File: config.mk
export PLATFORM = sky130hd
export DESIGN_NAME = resistor_ladder_button_debounce_unit
export DESIGN_NICKNAME = d
export VERILOG_FILES = /design/src/hw/rtl/rlbd_pkg.sv /design/src/hw/rtl/resistor_ladder_button_debounce_unit.sv
export SDC_FILE = /design/constraint.sdc
export NUM_CORES = 1
export LEC_CHECK = 0
export CORE_ASPECT_RATIO = 0.9
export CORE_MARGIN = 5
export CORE_UTILIZATION = 56
export CTS_BUF_LIST = sky130_fd_sc_hd__clkbuf_8
export CTS_CLUSTER_SIZE = 24
export DETAILED_ROUTE_END_ITERATION = 10
export DONT_BUFFER_PORTS = 1
export PLACE_DENSITY = 0.73
export SLEW_MARGIN = 15
export SYNTH_ARGS = -nofsm -noshare
export SYNTH_HDL_FRONTEND = slang
export SYNTH_SLANG_ARGS = --single-unit
File: constraint.sdc
create_clock -name clk -period 10.7 [get_ports clk]
set_input_delay 2.14 -clock clk [delete_from_list [all_inputs] [get_ports clk]]
set_output_delay 2.14 -clock clk [all_outputs]
set_load 0.02 [all_outputs]
File: src/hw/rtl/rlbd_pkg.sv
`timescale 1ns / 1ps
// ----------------------------------------------------------------------------
// rlbd_pkg
// Shared constants for the resistor-ladder button debounce unit.
// ----------------------------------------------------------------------------
package rlbd_pkg;

  localparam int LEVEL_W    = 10;
  localparam int TIME_W     = 32;
  localparam int PRESS_W    = TIME_W + 1;   // press start never wraps
  localparam int COUNT_W    = 3;
  localparam int CFG_ADDR_W = 3;
  localparam int LEVEL_REGS = 6;
  localparam int MAX_LEVELS = 6;

  localparam int DEBOUNCE_MS = 50;
  localparam int REPEAT_MS   = 250;

  localparam int IN_TDATA_W  = 48;          // sample + time_ms, byte padded
  localparam int OUT_TDATA_W = 16;          // level, byte padded

  // register indexes
  localparam logic [CFG_ADDR_W-1:0] REG_DEFAULT_LEVEL = 3'd0;
  localparam logic [CFG_ADDR_W-1:0] REG_LEVEL_COUNT   = 3'd1;
  localparam logic [CFG_ADDR_W-1:0] REG_LEVEL_A       = 3'd2;

  // item kinds
  localparam logic KIND_SAMPLE = 1'b0;
  localparam logic KIND_READ   = 1'b1;

endpackage

File: src/hw/rtl/resistor_ladder_button_debounce_unit.sv
`timescale 1ns / 1ps
// ----------------------------------------------------------------------------
// resistor_ladder_button_debounce_unit
// Classifies ladder ADC samples to the nearest level, debounces presses
// and auto-repeats; read transactions return and clear the latched level.
// ----------------------------------------------------------------------------
//  channel | direction | handshake          | payload
//  in_     | slave     | tvalid/tready      | tdata {time_ms, sample}, tuser kind
//  out_    | master    | tvalid/tready      | tdata level, tuser at_default
//  cfg_    | write     | cfg_we             | cfg_addr, cfg_wdata
//
// One transaction per cycle sustained while the output is not stalled; an accepted
// item is held in the input register, then moves to the result register when the
// output can take it.
// Classification, timer compare and state update all happen in the cycle an
// item moves from the input register to the result register.
// rst_n is synchronous; it clears control state and config registers.
// A stalled output holds the result; the input register still takes one more
// transaction, then in_tready drops until the output drains.
// ----------------------------------------------------------------------------
module resistor_ladder_button_debounce_unit
  import rlbd_pkg::*;
(
  input  logic                   clk,
  input  logic                   rst_n,
  // input stream
  input  logic                   in_tvalid,
  output logic                   in_tready,
  input  logic [IN_TDATA_W-1:0]  in_tdata,   // [9:0] sample, [41:10] time_ms, rest 0
  input  logic                   in_tuser,   // [0] kind
  // result stream
  output logic                   out_tvalid,
  input  logic                   out_tready,
  output logic [OUT_TDATA_W-1:0] out_tdata,  // [9:0] level, rest 0
  output logic                   out_tuser,  // [0] at_default
  // configuration
  input  logic                   cfg_we,
  input  logic [CFG_ADDR_W-1:0]  cfg_addr,
  input  logic [LEVEL_W-1:0]     cfg_wdata
);

  // configuration registers
  logic [LEVEL_W-1:0] default_level_r;
  logic [COUNT_W-1:0] level_count_r;
  logic [LEVEL_W-1:0] ladder_r [LEVEL_REGS];

  // input register
  logic               s1_valid_r;
  logic               s1_kind_r;
  logic [LEVEL_W-1:0] s1_sample_r;
  logic [TIME_W-1:0]  s1_time_r;

  // block state
  logic [LEVEL_W-1:0] current_level_r, current_level_nxt;
  logic               current_known_r, current_known_nxt;
  logic [LEVEL_W-1:0] latched_level_r, latched_level_nxt;
  logic [PRESS_W-1:0] press_start_r,   press_start_nxt;

  // result register
  logic               out_valid_r;
  logic [LEVEL_W-1:0] out_level_r, out_level_nxt;
  logic               out_at_def_r;

  logic               advance;
  logic [COUNT_W-1:0] n_use;
  logic [LEVEL_W:0]   mid_sum [LEVEL_REGS-1];
  logic [LEVEL_W-1:0] cls_level;
  logic               found;
  logic [PRESS_W-1:0] ps_mid;
  logic [PRESS_W:0]   elapsed;
  logic               repeat_hit;

  assign advance   = s1_valid_r && (!out_valid_r || out_tready);
  assign in_tready = !s1_valid_r || advance;

  // ---------------- configuration ----------------
  always_ff @(posedge clk) begin
    if (!rst_n) begin
      default_level_r <= '0;
      level_count_r   <= COUNT_W'(1);
      for (int i = 0; i < LEVEL_REGS; i++) ladder_r[i] <= '0;
    end else if (cfg_we) begin
      if (cfg_addr == REG_DEFAULT_LEVEL) default_level_r <= cfg_wdata;
      if (cfg_addr == REG_LEVEL_COUNT)   level_count_r   <= cfg_wdata[COUNT_W-1:0];
      for (int i = 0; i < LEVEL_REGS; i++) begin
        if (cfg_addr == CFG_ADDR_W'(int'(REG_LEVEL_A) + i)) ladder_r[i] <= cfg_wdata;
      end
    end
  end

  // ---------------- input register ----------------
  always_ff @(posedge clk) begin
    if (!rst_n) begin
      s1_valid_r <= 1'b0;
    end else if (in_tready) begin
      s1_valid_r <= in_tvalid;
    end
  end

  always_ff @(posedge clk) begin
    if (in_tready && in_tvalid) begin
      s1_kind_r   <= in_tuser;
      s1_sample_r <= in_tdata[LEVEL_W-1:0];
      s1_time_r   <= in_tdata[LEVEL_W +: TIME_W];
    end
  end

  // ---------------- classification ----------------
  always_comb begin
    // zero counts as one, seven saturates
    n_use = level_count_r;
    if (n_use == '0) n_use = COUNT_W'(1);
    if (n_use > COUNT_W'(MAX_LEVELS)) n_use = COUNT_W'(MAX_LEVELS);

    for (int i = 0; i < LEVEL_REGS - 1; i++) begin
      mid_sum[i] = {1'b0, ladder_r[i]} + {1'b0, ladder_r[i+1]};
    end

    // top level in use is the fallback
    cls_level = ladder_r[0];
    for (int i = 1; i < LEVEL_REGS; i++) begin
      if (COUNT_W'(i) < n_use) cls_level = ladder_r[i];
    end

    // first level whose midpoint with the next level lies above the sample
    found = 1'b0;
    for (int i = 0; i < LEVEL_REGS - 1; i++) begin
      if (!found && (COUNT_W'(i + 1) < n_use) && (s1_sample_r < mid_sum[i][LEVEL_W:1])) begin
        cls_level = ladder_r[i];
        found     = 1'b1;
      end
    end
  end

  // ---------------- press timer and latch ----------------
  always_comb begin
    current_level_nxt = current_level_r;
    current_known_nxt = current_known_r;
    latched_level_nxt = latched_level_r;
    ps_mid            = press_start_r;
    press_start_nxt   = press_start_r;
    elapsed           = '0;
    repeat_hit        = 1'b0;
    out_level_nxt     = cls_level;

    if (s1_kind_r == KIND_READ) begin
      out_level_nxt     = latched_level_r;
      latched_level_nxt = default_level_r;
    end else begin
      if ((!current_known_r || current_level_r != default_level_r) &&
          cls_level == default_level_r) begin
        // release back to idle level
        ps_mid            = '0;
        current_level_nxt = cls_level;
        current_known_nxt = 1'b1;
        latched_level_nxt = cls_level;
      end else if (!current_known_r || current_level_r != cls_level) begin
        ps_mid            = {1'b0, s1_time_r};
        current_level_nxt = cls_level;
        current_known_nxt = 1'b1;
      end

      // signed time difference, one bit wider than press start
      elapsed    = {2'b00, s1_time_r} - {1'b0, ps_mid};
      repeat_hit = (cls_level != default_level_r) &&
                   ($signed(elapsed) > $signed((PRESS_W+1)'(DEBOUNCE_MS)));

      press_start_nxt = ps_mid;
      if (repeat_hit) begin
        press_start_nxt   = {1'b0, s1_time_r} + PRESS_W'(REPEAT_MS);
        latched_level_nxt = cls_level;
      end
    end
  end

  always_ff @(posedge clk) begin
    if (!rst_n) begin
      current_level_r <= '0;
      current_known_r <= 1'b0;
      latched_level_r <= '0;
      press_start_r   <= '0;
    end else if (advance) begin
      current_level_r <= current_level_nxt;
      current_known_r <= current_known_nxt;
      latched_level_r <= latched_level_nxt;
      press_start_r   <= press_start_nxt;
    end
  end

  // ---------------- result register ----------------
  always_ff @(posedge clk) begin
    if (!rst_n) begin
      out_valid_r <= 1'b0;
    end else if (advance) begin
      out_valid_r <= 1'b1;
    end else if (out_tready) begin
      out_valid_r <= 1'b0;
    end
  end

  always_ff @(posedge clk) begin
    if (advance) begin
      out_level_r  <= out_level_nxt;
      out_at_def_r <= (out_level_nxt == default_level_r);
    end
  end

  assign out_tvalid = out_valid_r;
  assign out_tdata  = {{(OUT_TDATA_W-LEVEL_W){1'b0}}, out_level_r};
  assign out_tuser  = out_at_def_r;

  // ---------------- assertions ----------------
  a_stall_only_when_full: assert property (@(posedge clk) disable iff (!rst_n)
    !in_tready |-> (s1_valid_r && out_valid_r && !out_tready))
    else $error("input stalled while pipeline can move");

  a_known_sticks: assert property (@(posedge clk) disable iff (!rst_n)
    current_known_r |=> current_known_r)
    else $error("current_known dropped outside reset");

  a_advance_gives_result: assert property (@(posedge clk) disable iff (!rst_n)
    advance |=> out_valid_r)
    else $error("processed item produced no result");

  a_read_clears_latch: assert property (@(posedge clk) disable iff (!rst_n)
    (advance && s1_kind_r == KIND_READ) |=> (latched_level_r == $past(default_level_r)))
    else $error("read did not clear latched level to default");

endmodule
==> flow_summary.yaml, run 1 <==
run_status:
  status: "finished, final reports clean"
die:
  floorplan.rows: 56
  die-width_um: 182
  num_io_pins: 86
  die-area_sq_mm: 0.0299
  die_y_um: 165
  start_util_pct: 57.0
  placeableCoreArea_sq_mm: 0.0261
synthesis:
  syn_area_sq_mm: 0.0149
  synth_seq_area_share_pct: 32.3
  yosys.cell_types.count: 90
  synth-seq-cells: 183
  async_reset_ff_share_pct: 0
  synth_flop_cell: "sky130_fd_sc_hd__edfxtp_1"
  count_of_flip_flops_with_a_built_in_enable_after_synthesis: 114
  synthesis.instances: 1626
  yosys.area.top_type: "sky130_fd_sc_hd__edfxtp_1"
  ys.warnings.count: 0
  syn_avg_cell_area_sq_um: 9.15
  synth.top_cell.area_share_pct: 23.0
  yosys-top-cells-area: "sky130_fd_sc_hd__edfxtp_1 (23%), sky130_fd_sc_hd__ha_1 (10%), sky130_fd_sc_hd__dfxtp_1 (9.3%)"
timing:
  final-setup-viol-count: 0
  final_hold_viol_count: 0
  tightest_slew_ns: 1.09
  final.setup.worst_slack_ns: 0.417
  timing.max_slew.rel_slack_pct: 27.2
  fmax_ghz: 0.0973
  sum_neg_setup_slack_ns: 0
  whs_ns: 0.471
  fin_crit_ns: 10.28
  share_of_the_clock_period_used_by_the_worst_path_pct: 96.1
  fin_worst_skew_ns: 0.0234
  final_max_slew_viol_count: 0
power_and_ir_drop:
  comb_power_share_pct: 29.6
  power_frac_clock_pct: 26.1
  power-per-cell-area_mw_per_mm2: 122
  netSwitchingFraction_pct: 35.5
  power.leakage_nw: 6.09
  power_frac_seq_pct: 44.2
  vdd_drop_max_v: 0.0000720
  net-switching-power_uw: 683
  power.internal_mw: 1.24
worst_setup_path:
  reg2regPathDepth: 39
  cp_top_family: "compound AO/OA/AOI/OAI gates"
  worst-endpoint-required_ns: 11.06
  r2r-start: "ladder_r[0][11]"
  worst_r2r_endpoint: "press_start_r[23]"
  timing.critical_path.fanout_max: 16
  crit_path_end_kind: "flip-flop"
  cp_slowest_stage_delay_ns: 0.62
  reg2reg_setup_slack_ns: 0.42
  path_class: "reg2reg"
  crit_path_dat_ns: 10.64
  critPathLaunch: "ladder_r[0][11]"
  total_buffers_and_inverters_traversed_by_the_critical_path: 3
  setup.worst_path.start_class: "flip-flop"
  critical-path-slowest-cell: "sky130_fd_sc_hd__or4b_1"
detailed_routing:
  remaining_drc_errors: 0
  vias: 13100
  viasPerCell: 6.65
  finalWirelength_mm: 44.0
  route.layer.met1.wl_mm: 19.8
  antenna_left: 0
  route.detailed.wl_per_inst_um: 22.3
  top_routing_layer_in_use: "met4"
  dr.pass1.iters: 6
  detailroute.wirelength.met2_mm: 18.6
  drt_first_iter_violations: 1558
  dr_wl_met3_mm: 4.25
cts:
  cts.root.buffer_cell: "sky130_fd_sc_hd__clkbuf_8"
  cts_tree: "built"
  htreeDepth: 4
  clock_path_buffers: 2
  numCtsBuffers: 17
  worst_skew_pair.late_latency_ns: 0.49
  tritoncts_num_sinks: 183
  cts_hold_buf: 0
  clkTransAtPathRegs_ns: 0.10
cells_and_area:
  area_growth_pct: 6.20
  register_area_sq_mm: 0.00480
  drive_gt1_share_pct: 9.67
  most-common-layout-cells: "sky130_fd_sc_hd__a21oi_1 (127), sky130_fd_sc_hd__ha_1 (123), sky130_fd_sc_hd__nand2_1 (117)"
  layout.cells.most_common: "sky130_fd_sc_hd__a21oi_1"
  final_cell_utilization_of_the_core_pct: 60.5
  nFillCells: 2248
  area_used_by_multi_input_combinational_logic_sq_mm: 0.00956
  final_net_count: 1807
grt:
  grt.overflow.total: 0
  number_of_global_route_vias_before_repair: 12400
  pin_count_of_the_biggest_net_entering_global_routing: 55
  grt_first_pass_wirelength_mm: 68.3
  grt_antenna_before_repair: 0
  grtUsageTotal_pct: 28.7
min_path:
  worstHoldEndpoint: "latched_level_r[8]"
  min_delay_path_depth: 2
  timing.hold.worst.start: "latched_level_r[8]"
  path_category_of_the_worst_min_delay_check: "reg2reg"
placement:
  hpwl_mm: 32.4
  buffer_ports.inserted: 0
  globalplace.congestion: 1.01
  preCtsSetupSlack_ns: 0.0185
flow_run:
  cap_viol_max_count: 0
## synth_stat cells (9+ instances only)
cell,number
sky130_fd_sc_hd__nor4_1,9
sky130_fd_sc_hd__nand3_1,39
sky130_fd_sc_hd__o21ai_0,61
sky130_fd_sc_hd__dfxtp_1,69
sky130_fd_sc_hd__o211ai_1,17
sky130_fd_sc_hd__xor2_1,23
sky130_fd_sc_hd__clkbuf_1,57
sky130_fd_sc_hd__mux2_2,14
sky130_fd_sc_hd__buf_2,17
sky130_fd_sc_hd__mux2i_1,38
sky130_fd_sc_hd__nor2b_1,10
sky130_fd_sc_hd__inv_1,58
sky130_fd_sc_hd__o31ai_1,23
sky130_fd_sc_hd__nand4_1,26
sky130_fd_sc_hd__and2_1,74
sky130_fd_sc_hd__and3_1,38
sky130_fd_sc_hd__nand2b_1,15
sky130_fd_sc_hd__a21o_1,24
sky130_fd_sc_hd__nor2_1,84
sky130_fd_sc_hd__ha_1,123
sky130_fd_sc_hd__xnor2_1,87
sky130_fd_sc_hd__o31ai_2,12
sky130_fd_sc_hd__a41oi_1,28
sky130_fd_sc_hd__o21bai_1,39
sky130_fd_sc_hd__a211oi_1,25
sky130_fd_sc_hd__o21a_1,14
sky130_fd_sc_hd__nor3_1,28
sky130_fd_sc_hd__and4_1,9
sky130_fd_sc_hd__or2_1,26
sky130_fd_sc_hd__a21oi_1,129
sky130_fd_sc_hd__edfxtp_1,114
sky130_fd_sc_hd__a31oi_1,16
sky130_fd_sc_hd__nand2_1,117
## registers in the layout (all words and copies together), names as in the netlist
signal and count:
latched_level_r 10, ladder_r 60, level_count_r 3, default_level_r 10
s1_sample_r 10, s1_valid_r 1, out_tuser 1, current_known_r 1
out_level_r 10, current_level_r 10, s1_time_r 32, press_start_r 33
out_tvalid 1, s1_kind_r 1
## cells by family (layout without fill, tap and decap cells)
logic type,Yosys count,count (layout),synth area share (%)
other,1,7,0.0252
buffers and inverters,149,141,4.30
XOR/XNOR,110,110,6.47
AND/OR/NAND/NOR,506,506,17.9
adder cells (fa/ha/maj),129,129,11.1
multiplexers,58,58,4.52
flip-flops,183,183,32.3
AO/OA/AOI/OAI,490,491,23.3
## layout make-up
class                      count  share of cell area (%)
multi-input combinational   1300                    60.5
timing repair buffer          50                    2.40
clock buffer                  17                    1.48
antenna                        1                  0.0158
tap                          348                    2.75
inverter                      59                    1.40
clock inverter                15                    1.06
sequential                   183                    30.4
## power by group through the flow
stage	logic (mW)	clock network [mW]	registers [mW]
6_report	0.570	0.504	0.852
5_1_grt	0.629	0.540	0.855
3_5_place_dp	0.550	0	0.866
3_3_place_gp	0.532	0	0.865
2_1_floorplan	0.428	0	0.839
4_1_cts	0.556	0.510	0.850
## metrics by stage
step / power [mW] / std cells / instance area [sq um]
6_report: 1.93 / 1973 / 15800
5_1_grt: 2.02 / 1972 / 15800
4_1_cts: 1.92 / 1966 / 15700
3_5_place_dp: 1.42 / 1933 / 15300
3_3_place_gp: 1.40 / 1933 / 15300
2_1_floorplan: 1.27 / 1631 / 14900
## worst register-to-register path, delay by kind of cell (launching register included)
family	cells	cell delay, ns
xor gates and xnor gates	3	0.36
adders and majority gates	3	1.02
buffers and inverters	3	0.66
and+or+nand+nor	9	2.97
AOI/OAI and AO/OA	20	4.49
DFF	1	0.57
muxes	1	0.09
## worst max path at each step
stage / end / slack (ns) / cells past startpoint
after floorplan: press_start_r[25] / 1.98 / 40
after global placement: latched_level_r[7] / 0.24 / 38
after detailed placement: latched_level_r[4] / 0.02 / 38
after CTS: latched_level_r[4] / 0.03 / 38
after global routing: press_start_r[15] / -0.03 / 39
final: press_start_r[23] / 0.42 / 39
## layer usage
metal	GRT usage, %	vias to the layer above
li1	-	6083
met1	41.8	6279
met2	42.0	651
met3	6.91	108
met4	9.58	0
met5	0	-
## what timing repair did
item / 4_1_cts / 5_1_grt
pin swaps: 0 / 2
gates resized for setup: 0 / 11
buffers inserted: 0 / 6
endpoints found under the setup margin: 4 / 43
cloned: 1 / 0
Power figures use the tool's default switching activity.
==> run 2: changes to the inputs <==
Settings changed: CORE_MARGIN 5 to 2.
==> run 2 against run 1 <==
Sequential share of layout area about the same. Clock-buffer cell count increased by 1. Power decreased by 1.3%. First-iteration DRC count decreased by 6.8%. Critical path depth unchanged. Fmax increased by 1.1%. Die area decreased by 6.8%. Register-to-register slack improved by 0.11 ns. Worst hold slack improved by 0.011 ns. Routed wire length decreased by 1.4%. Critical endpoint is now press_start_r[21]. Largest cell class unchanged. Highest routed layer unchanged.
==> flow_summary.yaml, run 2 (same netlist as run 1, synthesis figures left out) <==
run_status:
  status: "finished, final reports clean"
worst_setup_path:
  crit_path_dat_ns: 10.55
  worst-endpoint-required_ns: 11.07
  reg2reg_setup_slack_ns: 0.53
  crit_path_end_kind: "flip-flop"
  critical-path-slowest-cell: "sky130_fd_sc_hd__or4b_1"
  setup.worst_path.start_class: "flip-flop"
  cp_slowest_stage_delay_ns: 0.63
  path_class: "reg2reg"
  crit_path_frequent_cell: "sky130_fd_sc_hd__a21oi_1"
  r2r-start: "ladder_r[0][20]"
  critPathLaunch: "ladder_r[0][20]"
  timing.critical_path.fanout_max: 33
timing:
  share_of_the_clock_period_used_by_the_worst_path_pct: 95.1
  rsz_0062_raised_after_global_routing: "no"
  fin_crit_ns: 10.17
  fmax_ghz: 0.0983
  sum_neg_setup_slack_ns: 0
  final_max_slew_viol_count: 0
  fin_worst_skew_ns: 0.0232
  final_hold_viol_count: 0
  timing.max_slew.rel_slack_pct: 24.5
  tightest_slew_ns: 1.13
  final-setup-viol-count: 0
detailed_routing:
  remaining_drc_errors: 0
  finalWirelength_mm: 43.4
  antenna_left: 0
  viasPerCell: 6.63
  vias: 13100
  drt_first_iter_violations: 1452
  route.detailed.wl_per_inst_um: 22.0
  dr.pass1.iters: 5
grt:
  gr-usage-met1_pct: 45.7
  grt_first_pass_wirelength_mm: 67.5
  use_met3_pct: 6.47
  grt_busiest_layer: "met2"
  globalRouteMet2Util_pct: 46.9
  pin_count_of_the_biggest_net_entering_global_routing: 55
  grt.overflow.total: 0
  grt_antenna_before_repair: 0
  number_of_global_route_vias_before_repair: 12200
  grtUsageTotal_pct: 31.2
cells_and_area:
  area_used_by_multi_input_combinational_logic_sq_mm: 0.00953
  register_area_sq_mm: 0.00480
  diodes: 0
  layout.cells.most_common: "sky130_fd_sc_hd__a21oi_1"
  largest-register: "ladder_r"
  area_growth_pct: 6.16
  most-common-layout-cells: "sky130_fd_sc_hd__a21oi_1 (126), sky130_fd_sc_hd__ha_1 (123), sky130_fd_sc_hd__nand2_1 (117)"
  largest_register_ff_count: 60
  final_net_count: 1809
  biggestRegsByFlops: "ladder_r: 60 flops, press_start_r: 33 flops, s1_time_r: 32 flops"
  nFillCells: 2279
  drive_gt1_share_pct: 9.72
  post_layout_nonfiller_instances: 1974
power_and_ir_drop:
  power.leakage_nw: 6.11
  power_frac_clock_pct: 25.1
  netSwitchingFraction_pct: 36.4
  net-switching-power_uw: 692
  vdd_drop_max_v: 0.0000997
  power.internal_mw: 1.21
  power_frac_seq_pct: 44.8
  comb_power_share_pct: 30.1
  power-per-cell-area_mw_per_mm2: 120
cts:
  cts_tree: "built"
  tritoncts_num_sinks: 183
  cts_hold_buf: 0
  clkTransAtPathRegs_ns: 0.11
  worst_skew_pair.late_latency_ns: 0.50
  htreeDepth: 4
  clock_path_buffers: 2
  numCtsBuffers: 17
  cts.root.buffer_cell: "sky130_fd_sc_hd__clkbuf_8"
die:
  num_io_pins: 86
  die_y_um: 159
  die-area_sq_mm: 0.0279
  floorplan.rows: 56
  start_util_pct: 57.1
  die-width_um: 176
  placeableCoreArea_sq_mm: 0.0261
placement:
  dpl.cell_count: 1936
  buffer_ports.inserted: 0
  globalplace.congestion: 0.986
  hpwl_mm: 32.2
flow_run:
  cap_viol_max_count: 0
min_path:
  timing.hold.worst.start: "latched_level_r[8]"
  path_category_of_the_worst_min_delay_check: "reg2reg"
-- run 2: cell count changes in the layout (fill, tap and decap cells not counted), sizes merged --
cell	before	now
a21oi	130	129
buf	50	53
clkinvlp	3	1
bufinv	2	0
inv	67	65
diode	1	0
clkinv	2	7
clkbuf	17	18
-- run 2: per-layer routing --
| metal | routed length (um) | vias to the layer above | part of all wire (%) |
|---|---|---|---|
| met4 | 794 | 0 | 1.8 |
| met2 | 18600 | 609 | 43 |
| met5 | 0 | - | 0 |
| met3 | 3950 | 67 | 9.1 |
| li1 | - | 6089 | - |
| met1 | 20100 | 6328 | 46 |
-- run 2: power groups by stage --
stage,Combinational [mW],Clock [mW],Sequential [mW]
2_1_floorplan,0.428,0,0.839
3_3_place_gp,0.539,0,0.865
3_5_place_dp,0.554,0,0.865
4_1_cts,0.558,0.484,0.849
5_1_grt,0.633,0.505,0.856
6_report,0.573,0.476,0.852
-- run 2: layout make-up --
type,count,share of cell area (%)
clock buffers,18,1.57
clock inverters,14,0.871
inverters,59,1.40
multi-input cells,1299,60.3
flip-flops and latches,183,30.4
well taps,348,2.76
repair buffers,53,2.68
-- run 2: metrics by stage --
| step | hold slack, ns | power (mW) | cell area [sq um] | util [%] | setup WS [ns] |
|---|---|---|---|---|---|
| floorplan | 0.435 | 1.27 | 14900 | - | 1.98 |
| global placement | 0.444 | 1.40 | 15300 | 58.8 | 0.414 |
| detailed placement | 0.455 | 1.42 | 15300 | 58.8 | 0.342 |
| CTS | 0.475 | 1.89 | 15700 | 60.3 | 0.280 |
| global route | 0.504 | 1.99 | 15800 | 60.6 | 0.0185 |
| finish | 0.482 | 1.90 | 15800 | 60.6 | 0.526 |
-- run 2: timing repair --
action                                 in CTS  in global routing
buffers inserted                            0                  6
endpoints found under the hold margin       0                  0
setup endpoints to repair                   0                 43
gates resized for setup                     0                  7
-- run 2: path summary, 6_finish.rpt --
kind / endpoint / cells after the start
max: press_start_r[21] / 39
min: latched_level_r[8] / 2
max reg2reg: press_start_r[21] / 39
min reg2reg: latched_level_r[8] / 2
-- run 2: worst max-delay path, delay by kind of cell (launching register included) --
kind | cells | cell delay, ns
AO/OA/AOI/OAI | 19 | 4.08
XOR/XNOR | 1 | 0.16
adder cells (fa/ha/maj) | 3 | 1.06
buffers and inverters | 3 | 0.72
flip-flops | 1 | 0.49
multiplexers | 2 | 0.27
AND/OR/NAND/NOR | 11 | 3.21
==> run 3: changes to the inputs <==
Settings changed: GPL_TIMING_DRIVEN set to 0.
==> run 3 against run 2 <==
Worst setup slack worse by 0.17 ns. Sequential cell count unchanged. Design area up 2.9%. Combinational power up 6.6%. Global-route usage up 2.9 points. Routed wire length up 9.5%. Sequential share of layout area down 0.85 points. Clock skew about the same. Register-to-register slack worse by 0.17 ns. Non-clock buffer count up 63. First-iteration DRC count up 36%. Power up 3.1%. Critical endpoint is now press_start_r[23]. Largest power group unchanged. Highest routed layer unchanged.
==> flow_summary.yaml, run 3 (same netlist as run 1, synthesis figures left out) <==
run_status:
  status: "finished, final reports clean"
power_and_ir_drop:
  power-per-cell-area_mw_per_mm2: 121
  power.leakage_nw: 6.25
  power_frac_clock_pct: 25.5
  netSwitchingFraction_pct: 37.2
  power.internal_mw: 1.23
  power_frac_seq_pct: 43.3
  net-switching-power_uw: 729
  comb_power_share_pct: 31.2
  vdd_drop_max_v: 0.0000996
cells_and_area:
  biggestRegsByFlops: "ladder_r: 60 flops, press_start_r: 33 flops, s1_time_r: 32 flops"
  most-common-layout-cells: "sky130_fd_sc_hd__ha_1 (123), sky130_fd_sc_hd__a21oi_1 (120), sky130_fd_sc_hd__nand2_1 (114), sky130_fd_sc_hd__edfxtp_1 (114), sky130_fd_sc_hd__xnor2_1 (87)"
  layout.cells.most_common: "sky130_fd_sc_hd__ha_1"
  largest-register: "ladder_r"
  drive_gt1_share_pct: 11.9
  area_growth_pct: 9.21
  diodes: 0
  final_net_count: 1872
  final_area_sq_mm: 0.0163
  largest_register_ff_count: 60
  nFillCells: 2207
timing:
  tightest_slew_ns: 1.16
  fin_crit_ns: 10.34
  share_of_the_clock_period_used_by_the_worst_path_pct: 96.7
  final_max_slew_viol_count: 0
  timing.max_slew.rel_slack_pct: 22.4
  final-setup-viol-count: 0
  fin_worst_skew_ns: 0.0232
  fmax_ghz: 0.0967
  whs_ns: 0.496
  final_hold_viol_count: 0
die:
  die-area_sq_mm: 0.0279
  start_util_pct: 57.1
  die-width_um: 176
  placeableCoreArea_sq_mm: 0.0261
  die_y_um: 159
  floorplan.rows: 56
  num_io_pins: 86
grt:
  grt_antenna_before_repair: 1
  grt.overflow.total: 0
  number_of_global_route_vias_before_repair: 12500
  pin_count_of_the_biggest_net_entering_global_routing: 34
  grt_first_pass_wirelength_mm: 72.7
  grtUsageTotal_pct: 34.1
worst_setup_path:
  crit_path_end_kind: "flip-flop"
  crit_end: "press_start_r[23]"
  path_class: "reg2reg"
  reg2regPathDepth: 39
  worst-endpoint-required_ns: 11.10
  crit_path_frequent_cell: "sky130_fd_sc_hd__a21oi_1"
  critPathLaunch: "ladder_r[0][41]"
  cp_slowest_stage_delay_ns: 0.61
  critical-path-slowest-cell: "sky130_fd_sc_hd__edfxtp_1"
  r2r-start: "ladder_r[0][41]"
  worst_r2r_endpoint: "press_start_r[23]"
  timing.critical_path.fanout_max: 10
  reg2reg_setup_slack_ns: 0.36
  crit_path_dat_ns: 10.74
  setup.worst_path.start_class: "flip-flop"
detailed_routing:
  viasPerCell: 6.73
  route.detailed.wl_per_inst_um: 23.3
  dr.pass1.iters: 6
  remaining_drc_errors: 0
  vias: 13700
  drt_first_iter_violations: 1975
  finalWirelength_mm: 47.5
  antenna_left: 0
flow_run:
  cap_viol_max_count: 0
cts:
  cts.root.buffer_cell: "sky130_fd_sc_hd__clkbuf_8"
  numCtsBuffers: 17
  tritoncts_num_sinks: 183
  worst_skew_pair.late_latency_ns: 0.50
  cts_tree: "built"
  clkTransAtPathRegs_ns: 0.12
  clock_path_buffers: 2
  cts_hold_buf: 0
  htreeDepth: 4
placement:
  hpwl_mm: 36.6
  globalplace.congestion: 0.974
  buffer_ports.inserted: 0
  placed_area_sq_mm: 0.0155
min_path:
  path_category_of_the_worst_min_delay_check: "reg2reg"
[run 3: changes by cell type in the layout (fill, tap and decap cells not counted), moves of 8 or more]
cell,previous run,this run
sky130_fd_sc_hd__clkbuf_2,0,8
sky130_fd_sc_hd__buf_4,51,34
sky130_fd_sc_hd__buf_2,0,17
sky130_fd_sc_hd__clkbuf_1,0,44
sky130_fd_sc_hd__o21ai_1,7,15
sky130_fd_sc_hd__o21ai_0,60,50
[run 3: worst max-delay path: cells and delay by family (launching register included)]
kind,cells,cell delay [ns]
XOR/XNOR,3,0.38
adder cells (fa/ha/maj),3,1.05
AO/OA/AOI/OAI,21,4.71
buffers and inverters,4,1.01
flip-flops,1,0.61
AND/OR/NAND/NOR,7,2.37
multiplexers,1,0.12
[run 3: how the worst min path moves through the flow]
stage	from	to	cells past startpoint
after global routing	latched_level_r[2]	latched_level_r[2]	2
after detailed placement	latched_level_r[2]	latched_level_r[2]	2
after CTS	latched_level_r[2]	latched_level_r[2]	2
after floorplan	latched_level_r[8]	latched_level_r[8]	2
final	latched_level_r[2]	latched_level_r[2]	2
after global placement	latched_level_r[2]	latched_level_r[2]	2
[run 3: per-stage QoR]
stage,worst slack [ns],std cells,power [mW],TNS (ns),utilization (%)
global placement,-0.983,1979,1.41,-36.59,58.8
global route,-0.0148,2037,2.04,-0.0285,62.4
finish,0.358,2037,1.96,0,62.4
detailed placement,-1.13,1986,1.43,-42.40,59.3
floorplan,1.98,1631,1.27,0,-
CTS,0.0195,2025,1.92,0,61.2
[run 3: power by group through the flow]
stage               registers, mW  clock network [mW]  logic (mW)
floorplan                   0.839                   0       0.428
global placement            0.865                   0       0.542
detailed placement          0.865                   0       0.563
CTS                         0.848               0.498       0.574
global route                0.853               0.521       0.670
finish                      0.850               0.499       0.611
[run 3: timing repair]
item                       4_1_cts  5_1_grt
gates resized for setup         14       51
hold endpoints to repair         0        0
setup endpoints to repair       43       43
pin swaps                        3       12
buffers inserted                 7       16
[run 3: per-layer routing]
| layer | vias to the layer above | share of wire (%) | global-route usage (%) |
|---|---|---|---|
| met2 | 834 | 42 | 50.3 |
| met3 | 87 | 11 | 5.37 |
| met5 | - | 0 | 0 |
| li1 | 6224 | - | - |
| met1 | 6570 | 45 | 52.1 |
| met4 | 0 | 1.9 | 7.63 |
[run 3: area by class of cell]
class,instances,area [sq um],area share (%)
plain buffers,86,418,2.57
clock buffers,17,234,1.44
clock inverters,15,163,1.00
inverters,59,221,1.36
multi-input cells,1299,9720,59.8
flip-flops and latches,183,4800,29.6
well taps,348,435,2.68
repair buffers,30,258,1.59
